File: config.mk
export PLATFORM = sky130hd
export DESIGN_NAME = r2fft_ctrl
export DESIGN_NICKNAME = d
export VERILOG_FILES = /design/src/hdl/r2fft_pkg.sv /design/src/hdl/r2fft_ctrl.sv
export SDC_FILE = /design/constraint.sdc
export NUM_CORES = 1
export LEC_CHECK = 0
export BUFFER_PORTS_ARGS = -buffer_cell sky130_fd_sc_hd__buf_4
export CAP_MARGIN = 20
export CORE_ASPECT_RATIO = 1.4
export CORE_MARGIN = 4
export CORE_UTILIZATION = 52
export DETAILED_ROUTE_END_ITERATION = 7
export PLACE_DENSITY = 0.85
export SYNTH_ARGS = -nofsm -noshare
export SYNTH_HDL_FRONTEND = slang
export SYNTH_SLANG_ARGS = --single-unit
File: constraint.sdc
create_clock -name clk_i -period 3.8 [get_ports clk_i]
set_input_delay 0 -clock clk_i [delete_from_list [all_inputs] [get_ports clk_i]]
set_output_delay 0 -clock clk_i [all_outputs]
set_load 0.005 [all_outputs]
File: src/hdl/r2fft_pkg.sv
package r2fft_pkg;

  localparam int MaxPoints  = 64;
  localparam int SampleBits = 16;
  localparam int DataW      = 24;
  localparam int TwW        = 17;
  localparam int CfgIdxW    = 1;
  localparam int CfgDataW   = 3;

  localparam logic [CfgIdxW-1:0] RegInverse = 1'b0;
  localparam logic [CfgIdxW-1:0] RegSize    = 1'b1;

  localparam logic signed [DataW-1:0] AccMax = 24'sh7FFFFF;
  localparam logic signed [DataW-1:0] AccMin = -24'sh800000;

  // quarter-wave sine, signed q2.15 (17 bits), 64-point resolution
  function automatic logic signed [TwW-1:0] sine_quarter(input logic [4:0] r);
    logic signed [TwW-1:0] v;
    unique case (r)
      5'd0:  v = 17'sd0;
      5'd1:  v = 17'sd3212;
      5'd2:  v = 17'sd6393;
      5'd3:  v = 17'sd9512;
      5'd4:  v = 17'sd12540;
      5'd5:  v = 17'sd15447;
      5'd6:  v = 17'sd18205;
      5'd7:  v = 17'sd20788;
      5'd8:  v = 17'sd23170;
      5'd9:  v = 17'sd25330;
      5'd10: v = 17'sd27246;
      5'd11: v = 17'sd28899;
      5'd12: v = 17'sd30274;
      5'd13: v = 17'sd31357;
      5'd14: v = 17'sd32138;
      5'd15: v = 17'sd32610;
      5'd16: v = 17'sd32768;
      default: v = 17'sd0;
    endcase
    return v;
  endfunction

  function automatic logic signed [TwW-1:0] sine64(input logic [5:0] a);
    logic [4:0] r;
    logic signed [TwW-1:0] v;
    r = {1'b0, a[3:0]};
    v = a[4] ? sine_quarter(5'd16 - r) : sine_quarter(r);
    return a[5] ? -v : v;
  endfunction

  function automatic logic signed [DataW-1:0] sat24(input logic signed [DataW+1:0] x);
    logic signed [DataW-1:0] y;
    if (x > $signed({{2{AccMax[DataW-1]}}, AccMax})) y = AccMax;
    else if (x < $signed({{2{AccMin[DataW-1]}}, AccMin})) y = AccMin;
    else y = x[DataW-1:0];
    return y;
  endfunction

  typedef struct packed {
    logic       load_we;
    logic [5:0] load_addr;
    logic       rd_en;
    logic [5:0] rd_p;
    logic [5:0] rd_q;
    logic [5:0] tw_angle;
    logic       mul_en;
    logic       bfly_wr;
    logic       scale_wr;
    logic       out_capture;
    logic [5:0] out_index;
    logic       out_last;
  } r2fft_cmd_t;

endpackage

File: src/hdl/r2fft_ctrl.sv
module r2fft_ctrl #(
  parameter int MAX_POINTS = r2fft_pkg::MaxPoints
) (
  input  logic                  clk_i,
  input  logic                  rst_ni,
  input  logic                  cfg_we_i,
  input  logic [r2fft_pkg::CfgIdxW-1:0] cfg_idx_i,
  input  logic [r2fft_pkg::CfgDataW-1:0] cfg_data_i,
  input  logic                  in_valid_i,
  output logic                  in_ready_o,
  input  logic                  out_valid_i,
  input  logic                  out_ready_i,
  output r2fft_pkg::r2fft_cmd_t cmd_o,
  output logic                  inverse_o,
  output logic [2:0]            log2_o
);
  typedef enum logic [2:0] {
    S_LOAD, S_RD, S_MUL, S_WR, S_SRD, S_SWR, S_ORD, S_OUT
  } state_e;

  localparam int MaxL = $clog2(MAX_POINTS);

  state_e     state_q;
  logic       inv_q;
  logic [2:0] size_q;
  logic [6:0] cnt_q;
  logic [2:0] stg_q;
  logic [5:0] bfly_q;
  logic [2:0] l_eff;
  logic [6:0] n;
  logic [5:0] half, j, base, rev, p, q, ang;

  always_comb begin
    l_eff = (size_q == 3'd0) ? 3'd1 : size_q;
    if (int'(l_eff) > MaxL) l_eff = 3'(MaxL);
    n = 7'(1) << l_eff;
    half = 6'(1) << stg_q;
    j = bfly_q & (half - 6'd1);
    base = (bfly_q - j) << 1;
    p = base + j;
    q = p + half;
    ang = 6'(j << (3'd5 - stg_q));
    rev = '0;
    for (int k = 0; k < 6; k++) begin
      if (k < int'(l_eff)) rev[int'(l_eff) - 1 - k] = cnt_q[k];
    end
  end

  assign in_ready_o = (state_q == S_LOAD) && !cfg_we_i;
  assign inverse_o = inv_q;
  assign log2_o = l_eff;

  always_comb begin
    cmd_o = '0;
    cmd_o.load_we = in_valid_i && in_ready_o;
    cmd_o.load_addr = rev;
    cmd_o.tw_angle = ang;
    cmd_o.out_index = cnt_q[5:0];
    cmd_o.out_last = (cnt_q == n - 7'd1);
    unique case (state_q)
      S_RD:  begin cmd_o.rd_en = 1'b1; cmd_o.rd_p = p; cmd_o.rd_q = q; end
      S_MUL: cmd_o.mul_en = 1'b1;
      S_WR:  cmd_o.bfly_wr = 1'b1;
      S_SRD, S_ORD: begin cmd_o.rd_en = 1'b1; cmd_o.rd_p = cnt_q[5:0]; cmd_o.rd_q = cnt_q[5:0]; end
      S_SWR: cmd_o.scale_wr = 1'b1;
      S_OUT: cmd_o.out_capture = !out_valid_i || out_ready_i;
      default: ;
    endcase
  end

  always_ff @(posedge clk_i or negedge rst_ni) begin
    if (!rst_ni) begin
      state_q <= S_LOAD;
      inv_q   <= 1'b0;
      size_q  <= 3'd6;
      cnt_q   <= '0;
      stg_q   <= '0;
      bfly_q  <= '0;
    end else if (cfg_we_i) begin
      unique case (cfg_idx_i)
        r2fft_pkg::RegInverse: inv_q  <= cfg_data_i[0];
        r2fft_pkg::RegSize:    size_q <= cfg_data_i;
        default: ;
      endcase
      cnt_q <= '0;
    end else begin
      unique case (state_q)
        S_LOAD: if (cmd_o.load_we) begin
          if (cnt_q == n - 7'd1) begin
            cnt_q <= '0; stg_q <= '0; bfly_q <= '0; state_q <= S_RD;
          end else cnt_q <= cnt_q + 7'd1;
        end
        S_RD:  state_q <= S_MUL;
        S_MUL: state_q <= S_WR;
        S_WR: begin
          if (7'(bfly_q) == (n >> 1) - 7'd1) begin
            bfly_q <= '0;
            if (stg_q == l_eff - 3'd1) begin
              cnt_q <= '0;
              state_q <= inv_q ? S_SRD : S_ORD;
            end else begin
              stg_q <= stg_q + 3'd1; state_q <= S_RD;
            end
          end else begin
            bfly_q <= bfly_q + 6'd1; state_q <= S_RD;
          end
        end
        S_SRD: state_q <= S_SWR;
        S_SWR: begin
          if (cnt_q == n - 7'd1) begin cnt_q <= '0; state_q <= S_ORD; end
          else begin cnt_q <= cnt_q + 7'd1; state_q <= S_SRD; end
        end
        S_ORD: state_q <= S_OUT;
        S_OUT: if (cmd_o.out_capture) begin
          if (cnt_q == n - 7'd1) begin cnt_q <= '0; state_q <= S_LOAD; end
          else begin cnt_q <= cnt_q + 7'd1; state_q <= S_ORD; end
        end
        default: state_q <= S_LOAD;
      endcase
    end
  end
endmodule

* After elaboration in Yosys (flattened, before gate mapping)
Cells that the tools add are included.
** Storage, ports and cells
- Bits in registers :: 23
- Input port bits :: 10
- Output and inout port bits :: 42
- Word-level logic and storage cells :: 145
** Cells by class
- Add/subtract/negate cells :: 17
- Magnitude comparators :: 19
- Equal/unequal tests :: 19
- Shift-type cells :: 3
- Multiplexer cells :: 55
- Bitwise operators :: 4
- Reduce and logical (&&, ||, !) cells :: 22
** Operators with widths (count)
- >= comparator 32 x 1 -> 1 bit, second input constant :: 4
- < comparator 32 x 5 -> 1 bit, second input constant :: 4
- 2-to-1 mux 6 bit :: 9
- 2-to-1 mux 7 bit :: 6
- 2-to-1 mux 3 bit :: 12
- bitwise mux 6 bit :: 5
- case mux 7 bit (4 select lines) :: 1
- case mux 13 bit (2 select lines) :: 1
- case mux 3 bit (8 select lines) :: 1
- demux 1 bit (select 3 bit) :: 6
- adder 6 bit :: 2
- AND 6 bit :: 2
- == test 3 bit, second input constant :: 4
- != test 3 bit, second input constant :: 4
- case mux 6 bit (2 select lines) :: 1
- 2-to-1 mux 1 bit :: 10
- != test 2 bit, second input constant :: 5
- subtractor 4 x 3 -> 5 bit, second input constant :: 2
- subtractor 4 x 4 -> 5 bit, second input constant :: 2
- logical AND 1 bit :: 8
- AND reduction 4 bit :: 2
- adder 7 x 1 -> 7 bit, second input constant :: 1
- == test 6 x 7 -> 1 bit :: 1
- == test 7 bit :: 1
- 36 further kinds :: 45

* Longest topological paths before layout
Gate-level depths: netlist (run 1).
- Depth after elaboration :: 21
- Depth in mapped cells :: 19
- Mapped depth without buffers :: 18

* Worst setup path after synthesis (run 1)
Ideal clock, no wire load.
- Path kind :: register to output
- Start point :: register stg_q[0]
- End point :: output port cmd_o[22] (netlist bit)
- Data arrival time :: 3564 ps
- Required time :: 3800 ps
- Slack :: 236 ps
- Stages on the path, launching flop included :: 18
- Path buffers :: 1
- Path through :: dfrtp_1 -> clkbuf_1 -> inv_1 -> ha_1 -> nand2_1 -> ha_1 -> nand2_1 -> ha_1 -> inv_1 -> fa_1 -> inv_1 -> ha_1 -> a21oi_1 -> nor2_1 -> a211oi_1 -> xnor2_1 -> xnor2_1 -> o21ai_1
** RTL lines
- start: declaration :: line r2fft_ctrl.sv:27 : logic [2:0] stg_q;
- start signal: assignment :: line r2fft_ctrl.sv:77 : stg_q <= '0;
- start signal: assignment :: line r2fft_ctrl.sv:90 : cnt_q <= '0; stg_q <= '0; bfly_q <= '0; state_q <= S_RD;
- start signal: assignment :: line r2fft_ctrl.sv:102 : stg_q <= stg_q + 3'd1; state_q <= S_RD;
- end: declaration :: line r2fft_ctrl.sv:13 : output r2fft_pkg::r2fft_cmd_t cmd_o,

==> flow_summary.yaml, run 1 <==
sta:
  fmax_mhz: 274.5
  tightest_slew_ns: 1.041
  final-setup-viol-count: 0
  post-route-period-util: 0.9587
  drv_slew: 0
  maxSlewHeadroom: 0.3003
  hold_viol: 0
  period_needed_ns: 3.643
  skew_ns: 0.006028
  holdWs_ns: 0.1585
  setup_tns_ns: 0
finish:
  n_antenna_cell: 0
  syn2layout_area_growth_pct: 21.55
  final_util: 0.6475
  drive_gt1_frac: 0.2539
  fillers: 486
  nets: 495
detailed_routing:
  wire_per_inst_um: 16.89
  drtIter0Drc: 232
  final_antenna_net_count: 0
  num_vias: 3253
  remaining_drc_errors: 0
  via_per_inst: 6.220
  firstDrtPassIters: 7
  drt-total-wl_mm: 8.834
job:
  cap_viol_max_count: 0
place:
  io_buffers: 51
  place_hpwl_mm: 6.421
  routabilityCongestion: 0.8975
critical_path:
  crit_path_end_kind: "output port"
  required_ns: 3.80
  worstPathArrival_ns: 3.64
  worstSetupPathType: "reg -> out"
  cp-start-kind: "register"
  cp_max_fo: 6
power:
  power_leakage_nw: 1.724
  p_per_area_nw_per_um2: 577.7
  finalPower_mw: 2.193
  vdd_drop_max_uv: 303.9
yosys:
  ys_types: 71
  ys_seq_area_frac: 0.1851
  ys.warnings.count: 0
  synth_edf_count: 0
  async_flop_share: 1.000
  avgSynthCellArea_um2: 7.636
  netlist_area_um2: 3123
  synth_flop_cell: "dfrtp_1"
  ys_ff_latch: 23
  synthCells: 409
cts:
  insertion_delay_ns: 0.26
  root_buffer: "clkbuf_8"
  cts.reportedPaths.clkPinSlew_ns: 0.08
  cts_inserted_buffers: 3
  htree_levels: 1
  clkSinkCount: 23
  clk_path_buf_depth: 2
  cts_tree: "built"
global_routing:
  grt_first_pass_wirelength_mm: 14.42
  grt_antenna_before_repair: 0
  grt_pass1_vias: 3206
  gr-total-overflow: 0
  track_usage: 0.2391
  grt_max_degree: 30
outcome:
  run_status: "finished clean"
floorplan:
  initial_core_util: 0.5327
  die_h_um: 99.70
  core_um2: 5863
  rows: 33
  ioPinCount: 52
  design.die.area_um2: 7327
  fp.dieW_um: 73.50
hold_path:
  min_path_type: "in -> async"
[Yosys cell counts, types with 6 or more instances]
master | count | area share
a21oi_1 | 27 | 0.043
and3_1 | 6 | 0.012
buf_2 | 6 | 0.0096
buf_4 | 7 | 0.017
clkbuf_1 | 16 | 0.019
dfrtp_1 | 21 | 0.17
ha_1 | 29 | 0.12
inv_1 | 28 | 0.034
mux2_2 | 7 | 0.025
mux2i_1 | 6 | 0.019
nand2_1 | 40 | 0.048
nand2b_1 | 10 | 0.020
nand3_1 | 15 | 0.024
nor2_1 | 26 | 0.031
nor2b_1 | 7 | 0.014
nor3_1 | 12 | 0.019
nor3b_1 | 6 | 0.014
o21ai_0 | 22 | 0.035
o22ai_1 | 6 | 0.012
xnor2_1 | 19 | 0.053
xor2_1 | 13 | 0.036
[state kept, by name, summed over array words and instances (netlist names)]
signal / count
inverse_o: 1
bfly_q: 6
cnt_q: 7
state_q: 3
size_q: 3
stg_q: 3
[power by group]
part / total (mW) / switching (mW) / internal, mW / leakage (nW)
sequential: 0.461 / 0.151 / 0.310 / 0.284
clock: 0.151 / 0.0777 / 0.0731 / 0.0255
combinational: 1.58 / 0.839 / 0.743 / 1.41
total: 2.19 / 1.07 / 1.13 / 1.72
[final cells by class]
type                    instances  area (um2)  area share
multi-input cells             324        2415      0.6361
flip-flops and latches         23       579.3      0.1526
repair buffers                 72       555.5      0.1463
inverters                      30       112.6     0.02966
well taps                      70       87.58     0.02307
clock buffers                   3       41.29     0.01088
clock inverters                 1       5.005    0.001318
[per-stage QoR]
step	worst slack (ns)	instance area [um2]	std cells
5_1_grt	-0.01761	3796	523
2_1_floorplan	0.2358	3127	410
6_report	0.1570	3796	523
3_5_place_dp	0.1097	3500	507
4_1_cts	0.01451	3645	519
3_3_place_gp	0.2558	3500	507
[worst max-delay path: stages (launching register included)]
cell,delay [ns]
dfrtp_2,0.43
buf_4,0.15
ha_4,0.16
nand2_2,0.11
ha_4,0.30
nand2_2,0.08
ha_4,0.29
inv_1,0.05
fa_1,0.54
inv_1,0.09
ha_4,0.23
a21oi_2,0.17
nor2_1,0.09
a211oi_2,0.18
xnor2_1,0.16
xnor2_1,0.14
o21ai_1,0.07
buf_4,0.14
[kinds of logic after synthesis]
kind of cell,Yosys count,share of synthesized area
multiplexers,13,0.04447
XOR/XNOR,33,0.09696
other,2,0.002405
adder cells (fa/ha/maj),31,0.1290
AO/OA/AOI/OAI,104,0.2272
buffers and inverters,63,0.08894
AND/OR/NAND/NOR,140,0.2260
flip-flops,23,0.1851
[layout by cell type, fill, tap and decap left out, types with 3 or more instances in the layout]
cell,n
and2_1,3
mux2_2,7
nand2b_1,9
a31oi_1,4
dlygate4sd3_1,6
and3_1,6
nor2b_2,3
o31ai_1,3
o21ai_1,4
nor2b_1,4
nor3_1,11
xnor2_1,16
dfrtp_1,20
xor2_1,13
nor2_1,26
ha_1,24
a21oi_1,25
buf_4,66
mux2i_1,6
a21o_1,4
nand2_2,3
inv_1,26
o21ai_0,22
conb_1,3
ha_4,5
o22ai_1,6
nor3b_1,6
nand3_1,15
clkbuf_8,3
inv_2,3
xnor2_2,3
nand2_1,38
[worst paths after layout]
| path | from | to | slack (ns) | depth (start not counted) |
|---|---|---|---|---|
| min in group clk_i | cfg_we_i | state_q[0] | 0.16 | 3 |
| min reg2reg | inverse_o | state_q[1] | 0.52 | 1 |
| max reg2reg | size_q[1] | stg_q[0] | 0.30 | 14 |
| min | rst_ni | cnt_q[0] | 0.16 | 2 |
| max | stg_q[0] | cmd_o[22] | 0.16 | 17 |
| max in group asynchronous | rst_ni | size_q[1] | 3.35 | 2 |
[metal layers]
metal | vias up | global-route usage | part of all wire
met1 | 1531 | 0.2831 | 0.38
met4 | 0 | 0.1185 | 0.065
met3 | 63 | 0.02629 | 0.052
met2 | 151 | 0.4160 | 0.51
met5 | - | 0 | 0
li1 | 1508 | - | -
[repair_timing]
| item | 4_1_cts | 5_1_grt |
|---|---|---|
| setup endpoints to repair | 1 | 5 |
| pin swaps | 1 | 6 |
| setup buffers | 2 | 4 |
| gates cloned | 0 | 0 |
| hold buffers | 6 | 0 |
| resized for setup | 8 | 19 |
| endpoints found under the hold margin | 27 | 0 |
Note: power is estimated with default switching activity, not from simulation.
==> run 2: changes to the inputs <==
clock period = 3.2 ns   (was 3.8 ns; I/O delays follow)
==> run 2 against run 1 <==
Against the previous run: the flow now finishes with violations (setup timing); global-route usage rose by 3.2 points; flip-flop and latch count unchanged; first-iteration DRC count shrank 19%; critical path type unchanged; critical endpoint unchanged; highest routed layer unchanged.
==> flow_summary.yaml, run 2 (same netlist as run 1, synthesis figures left out) <==
power:
  power_leakage_nw: 1.993
  vdd_drop_max_uv: 492.2
  p_per_area_nw_per_um2: 726.4
floorplan:
  design.die.area_um2: 7327
  ioPinCount: 52
  fp.dieW_um: 73.50
  die_h_um: 99.70
  rows: 33
  core_um2: 5863
  initial_core_util: 0.5327
cts:
  cts.reportedPaths.clkPinSlew_ns: 0.10
  root_buffer: "clkbuf_8"
  htree_levels: 1
  clk_path_buf_depth: 2
  cts_inserted_buffers: 3
  insertion_delay_ns: 0.28
  clkSinkCount: 23
  cts_tree: "built"
detailed_routing:
  highest_layer: "met4"
  route.met2.wl_mm: 6.062
  drt-total-wl_mm: 10.67
  remaining_drc_errors: 0
  final_antenna_net_count: 0
  num_vias: 3457
  wl_met3_um: 554
  wl_met1_mm: 3.748
  firstDrtPassIters: 4
  via_per_inst: 6.076
  drtIter0Drc: 187
  wire_per_inst_um: 18.75
place:
  io_buffers: 51
  routabilityCongestion: 0.9513
  place_ws_ns: -0.1885
  placed_cells_incl_taps: 545
  place_hpwl_mm: 7.083
  dpl_cell_area_um2: 3847
finish:
  final_util: 0.7358
  nets: 541
  design_area_um2: 4314
  top_register: "cnt_q"
  reg_top3: "cnt_q (7), bfly_q (6)"
  stdcell_count: 569
  drive_gt1_frac: 0.3667
  largest_reg_flops: 7
  final_common_cell: "buf_4"
  syn2layout_area_growth_pct: 38.14
  n_antenna_cell: 0
  fillers: 422
  layout_common_cells: "buf_4, nand2_1, nor2_1, inv_1, a21oi_1"
sta:
  final-setup-viol-count: 4
  skew_ns: 0.01225
  post-route-period-util: 1.123
  hold_viol: 0
  grt_setup_unrepaired: "true"
  tightest_slew_ns: 0.6438
  fin_ws_ns: -0.3937
  fmax_mhz: 278.3
  maxSlewHeadroom: 0.5675
  period_needed_ns: 3.594
  drv_slew: 0
global_routing:
  grt_antenna_before_repair: 0
  grt_first_pass_wirelength_mm: 15.88
  gr-total-overflow: 0
  grt_pass1_vias: 3406
  track_usage: 0.2716
  grt_max_degree: 24
outcome:
  run_status: "finished with violations"
  violations: "setup timing"
job:
  cap_viol_max_count: 0
critical_path:
  crit_path_end_kind: "output port"
  cpMaxStageDelayCell: "dfrtp_2"
  slowest_delay_ns: 0.48
  cp-start-kind: "register"
  critPathMostFrequentCell: "ha_4"
  cp_top_family: "adder cells"
  required_ns: 3.20
  worstSetupPathType: "reg -> out"
  path_buf_inv: 2
  cp_max_fo: 5
  crit_chain: "inv_6 -> ha_4 -> nand2_4 -> ha_4 -> nand2_4 -> ha_4 -> ha_4 -> a21o_1 -> a21oi_4 -> xnor2_2 -> ha_4 -> nand2_2 -> nor2_2 -> a211oi_2 -> xnor2_1 -> xnor2_1 -> o21ai_1 -> buf_4"
  worstPathArrival_ns: 3.59
hold_path:
  min_path_type: "in -> async"
-- run 2: cell count changes in the layout (fill, tap and decap cells not counted), sizes merged --
cell and change:
buf +46, clkinv -1, clkinvlp +1
-- run 2: final timing paths --
path                            startpoint          to  slack, ns  cells after the start
worst min-delay path                rst_ni    cnt_q[2]       0.15                      2
min in group clk_i                cfg_we_i  state_q[0]       0.15                      3
worst max-delay path              stg_q[0]   cmd_o[22]      -0.39                     18
max in group asynchronous           rst_ni   size_q[1]       2.76                      2
worst max register to register   size_q[1]   bfly_q[3]       0.10                     11
worst min register to register   inverse_o  state_q[1]       0.54                      1
-- run 2: cell type report --
class	count	area [um2]	share of cell area
multi-input cells	324	2580	0.5980
flip-flops and latches	23	579.3	0.1343
repair buffers	118	900.9	0.2088
inverters	30	117.6	0.02726
clock buffers	3	41.29	0.009571
well taps	70	87.58	0.02030
clock inverters	1	7.507	0.001740
-- run 2: power breakdown --
part	internal (mW)	switching [mW]
combinational	1.20	1.21
sequential	0.368	0.156
clock	0.0885	0.109
-- run 2: worst register-to-register path: cells and delay by family (launching register included) --
| family | cells | cell delay (ns) |
|---|---|---|
| buffers and inverters | 2 | 0.28 |
| adder cells (fa/ha/maj) | 2 | 0.48 |
| flip-flops | 1 | 0.59 |
| AND/OR/NAND/NOR | 3 | 0.78 |
| AO/OA/AOI/OAI | 3 | 0.72 |
| XOR/XNOR | 1 | 0.18 |
-- run 2: through the flow --
stage / power [mW] / TNS, ns / hold WS [ns]
after floorplan: 1.742 / 0 / -0.2956
after CTS: 2.914 / -0.4077 / 0.1378
after global placement: 2.453 / -0.01334 / -0.09080
after global routing: 3.347 / -1.378 / 0.1621
after detailed placement: 2.525 / -0.2147 / -0.08689
final: 3.134 / -0.7370 / 0.1481
-- run 2: repair_timing --
action,CTS,global route
setup buffers,11,3
gates cloned,0,0
endpoints found under the hold margin,27,0
resized for setup,27,22
hold buffers,6,0
setup endpoints to repair,8,22
pin swaps,20,16
-- run 2: per-layer routing --
metal,GRT usage,up-vias
met1,0.2925,1675
met3,0.03134,29
met5,0,-
met2,0.5143,153
met4,0.1116,0
li1,-,1600
==> run 3: changes to the inputs <==
PLACE_DENSITY = default   (was 0.85)
PLACE_DENSITY_LB_ADDON = 0.05   (was default)
==> run 3 against run 2 <==
Against the previous run: the run still ends with setup timing left; critical endpoint unchanged; sequential share of layout area rose by 0.19 points; combinational power fell by 4%; largest cell class unchanged; largest power group unchanged; critical path depth fell by 3; critical path type unchanged.
==> flow_summary.yaml, run 3 (same netlist as run 1, synthesis figures left out) <==
outcome:
  run_status: "finished with violations"
  violations: "setup timing"
sta:
  post-route-period-util: 1.093
  final-setup-viol-count: 2
  setup_tns_ns: -0.5263
  grt_setup_unrepaired: "true"
  maxSlewHeadroom: 0.5824
  fin_ws_ns: -0.2987
  tightest_slew_ns: 0.6216
  drv_slew: 0
  skew_ns: 0.01022
  period_needed_ns: 3.499
  fmax_mhz: 285.8
  hold_viol: 0
floorplan:
  initial_core_util: 0.5327
  ioPinCount: 52
  fp.dieW_um: 73.50
  design.die.area_um2: 7327
  die_h_um: 99.70
  core_um2: 5863
  rows: 33
global_routing:
  grt_pass1_vias: 3416
  grt_antenna_before_repair: 0
  grt_max_degree: 24
  gr-total-overflow: 0
  grt_first_pass_wirelength_mm: 15.95
  track_usage: 0.2714
finish:
  fillers: 482
  multi_input_area_um2: 2514
  largest_reg_flops: 7
  syn2layout_area_growth_pct: 36.22
  drive_gt1_frac: 0.3500
  n_antenna_cell: 0
  final_common_cell: "buf_4"
  design_area_um2: 4254
  top_register: "cnt_q"
  reg_top3: "cnt_q (7), bfly_q (6)"
  seq_area_um2: 579.3
  final_util: 0.7256
  nets: 542
  layout_common_cells: "buf_4, nand2_1, nor2_1, a21oi_1, inv_1"
power:
  vdd_drop_max_uv: 447.8
  finalPower_mw: 3.027
  p_clk_frac: 0.064
  power_frac_comb: 0.766
  internal-power_mw: 1.638
  power_leakage_nw: 2.005
  swShare: 0.4589
  p_per_area_nw_per_um2: 711.6
  pwr-share-seq: 0.170
  switching_power_mw: 1.389
cts:
  clkSinkCount: 23
  cts_tree: "built"
  htree_levels: 1
  root_buffer: "clkbuf_8"
  cts.reportedPaths.clkPinSlew_ns: 0.10
  insertion_delay_ns: 0.27
  cts_inserted_buffers: 3
  clk_path_buf_depth: 2
critical_path:
  cp_max_fo: 6
  worstSetupPathType: "reg -> out"
  slowest_delay_ns: 0.48
  worstPathArrival_ns: 3.50
  cp-start-kind: "register"
  required_ns: 3.20
  path_buf_inv: 1
  crit_path_end_kind: "output port"
  cpMaxStageDelayCell: "dfrtp_2"
  crit_chain: "ha_1 -> ha_2 -> nor4bb_2 -> a211oi_2 -> nor2b_1 -> ha_1 -> xnor2_2 -> ha_1 -> nand2_1 -> nor2_1 -> a211oi_2 -> xnor2_1 -> xnor2_1 -> o21ai_1 -> buf_4"
  critPathMostFrequentCell: "ha_1"
  cp_top_family: "adder cells"
detailed_routing:
  via_per_inst: 5.837
  drtIter0Drc: 153
  final_antenna_net_count: 0
  drt-total-wl_mm: 9.779
  num_vias: 3327
  remaining_drc_errors: 0
  firstDrtPassIters: 6
  wire_per_inst_um: 17.16
hold_path:
  min_path_type: "in -> reg"
place:
  io_buffers: 51
  routabilityCongestion: 0.8592
  dpl_cell_area_um2: 3892
  place_ws_ns: -0.1517
  place_hpwl_mm: 7.467
job:
  cap_viol_max_count: 0
[run 3: changes by cell type in the layout (fill, tap and decap cells not counted), sizes merged]
cell,previous run,this run
buf,112,114
dlygate4sd3,6,5
[run 3: per-stage QoR]
step	instances	hold WS, ns
after floorplan	410	-0.2956
after global placement	551	-0.08448
after detailed placement	551	-0.08626
after CTS	566	0.06122
after global routing	570	0.06908
final	570	0.05593
[run 3: power groups by stage]
stage / combinational (mW) / clock, mW / sequential [mW]
3_3_place_gp: 2.01 / 0 / 0.514
6_report: 2.32 / 0.194 / 0.516
3_5_place_dp: 2.04 / 0 / 0.516
2_1_floorplan: 1.30 / 0 / 0.442
4_1_cts: 2.19 / 0.196 / 0.513
5_1_grt: 2.54 / 0.204 / 0.529
[run 3: layer usage]
layer	vias to the layer above	part of all wire	track usage
li1	1598	-	-
met2	98	0.54	0.4945
met3	35	0.032	0.02022
met5	-	0	0
met1	1596	0.38	0.3047
met4	0	0.048	0.1395
[run 3: area by class of cell]
type | count | area share
well taps | 70 | 0.02059
clock buffers | 3 | 0.009706
repair buffers | 119 | 0.2129
clock inverters | 1 | 0.001765
multi-input cells | 324 | 0.5909
flip-flops and latches | 23 | 0.1362
inverters | 30 | 0.02794
[run 3: tightest hold or removal path, cell delays in order]
cell and delay, ns:
buf_4 0.15, nand3b_1 0.09, nand2_1 0.06
[run 3: path summary, 6_finish.rpt]
check / startpoint / end / slack, ns / cells after the start
max reg2reg: size_q[1] / stg_q[2] / 0.12 / 14
min: cfg_we_i / inverse_o / 0.06 / 3
min reg2reg: inverse_o / state_q[1] / 0.50 / 1
max in group asynchronous: rst_ni / size_q[1] / 2.75 / 2
min in group asynchronous: rst_ni / cnt_q[5] / 0.16 / 2
max: stg_q[0] / cmd_o[22] / -0.30 / 15
[run 3: what timing repair did]
action,4_1_cts,5_1_grt
pin swaps,16,8
buffers inserted,6,4
endpoints found under the hold margin,27,0
endpoints found under the setup margin,7,13
cloned,0,0
hold buffers,5,0
resized for setup,24,13
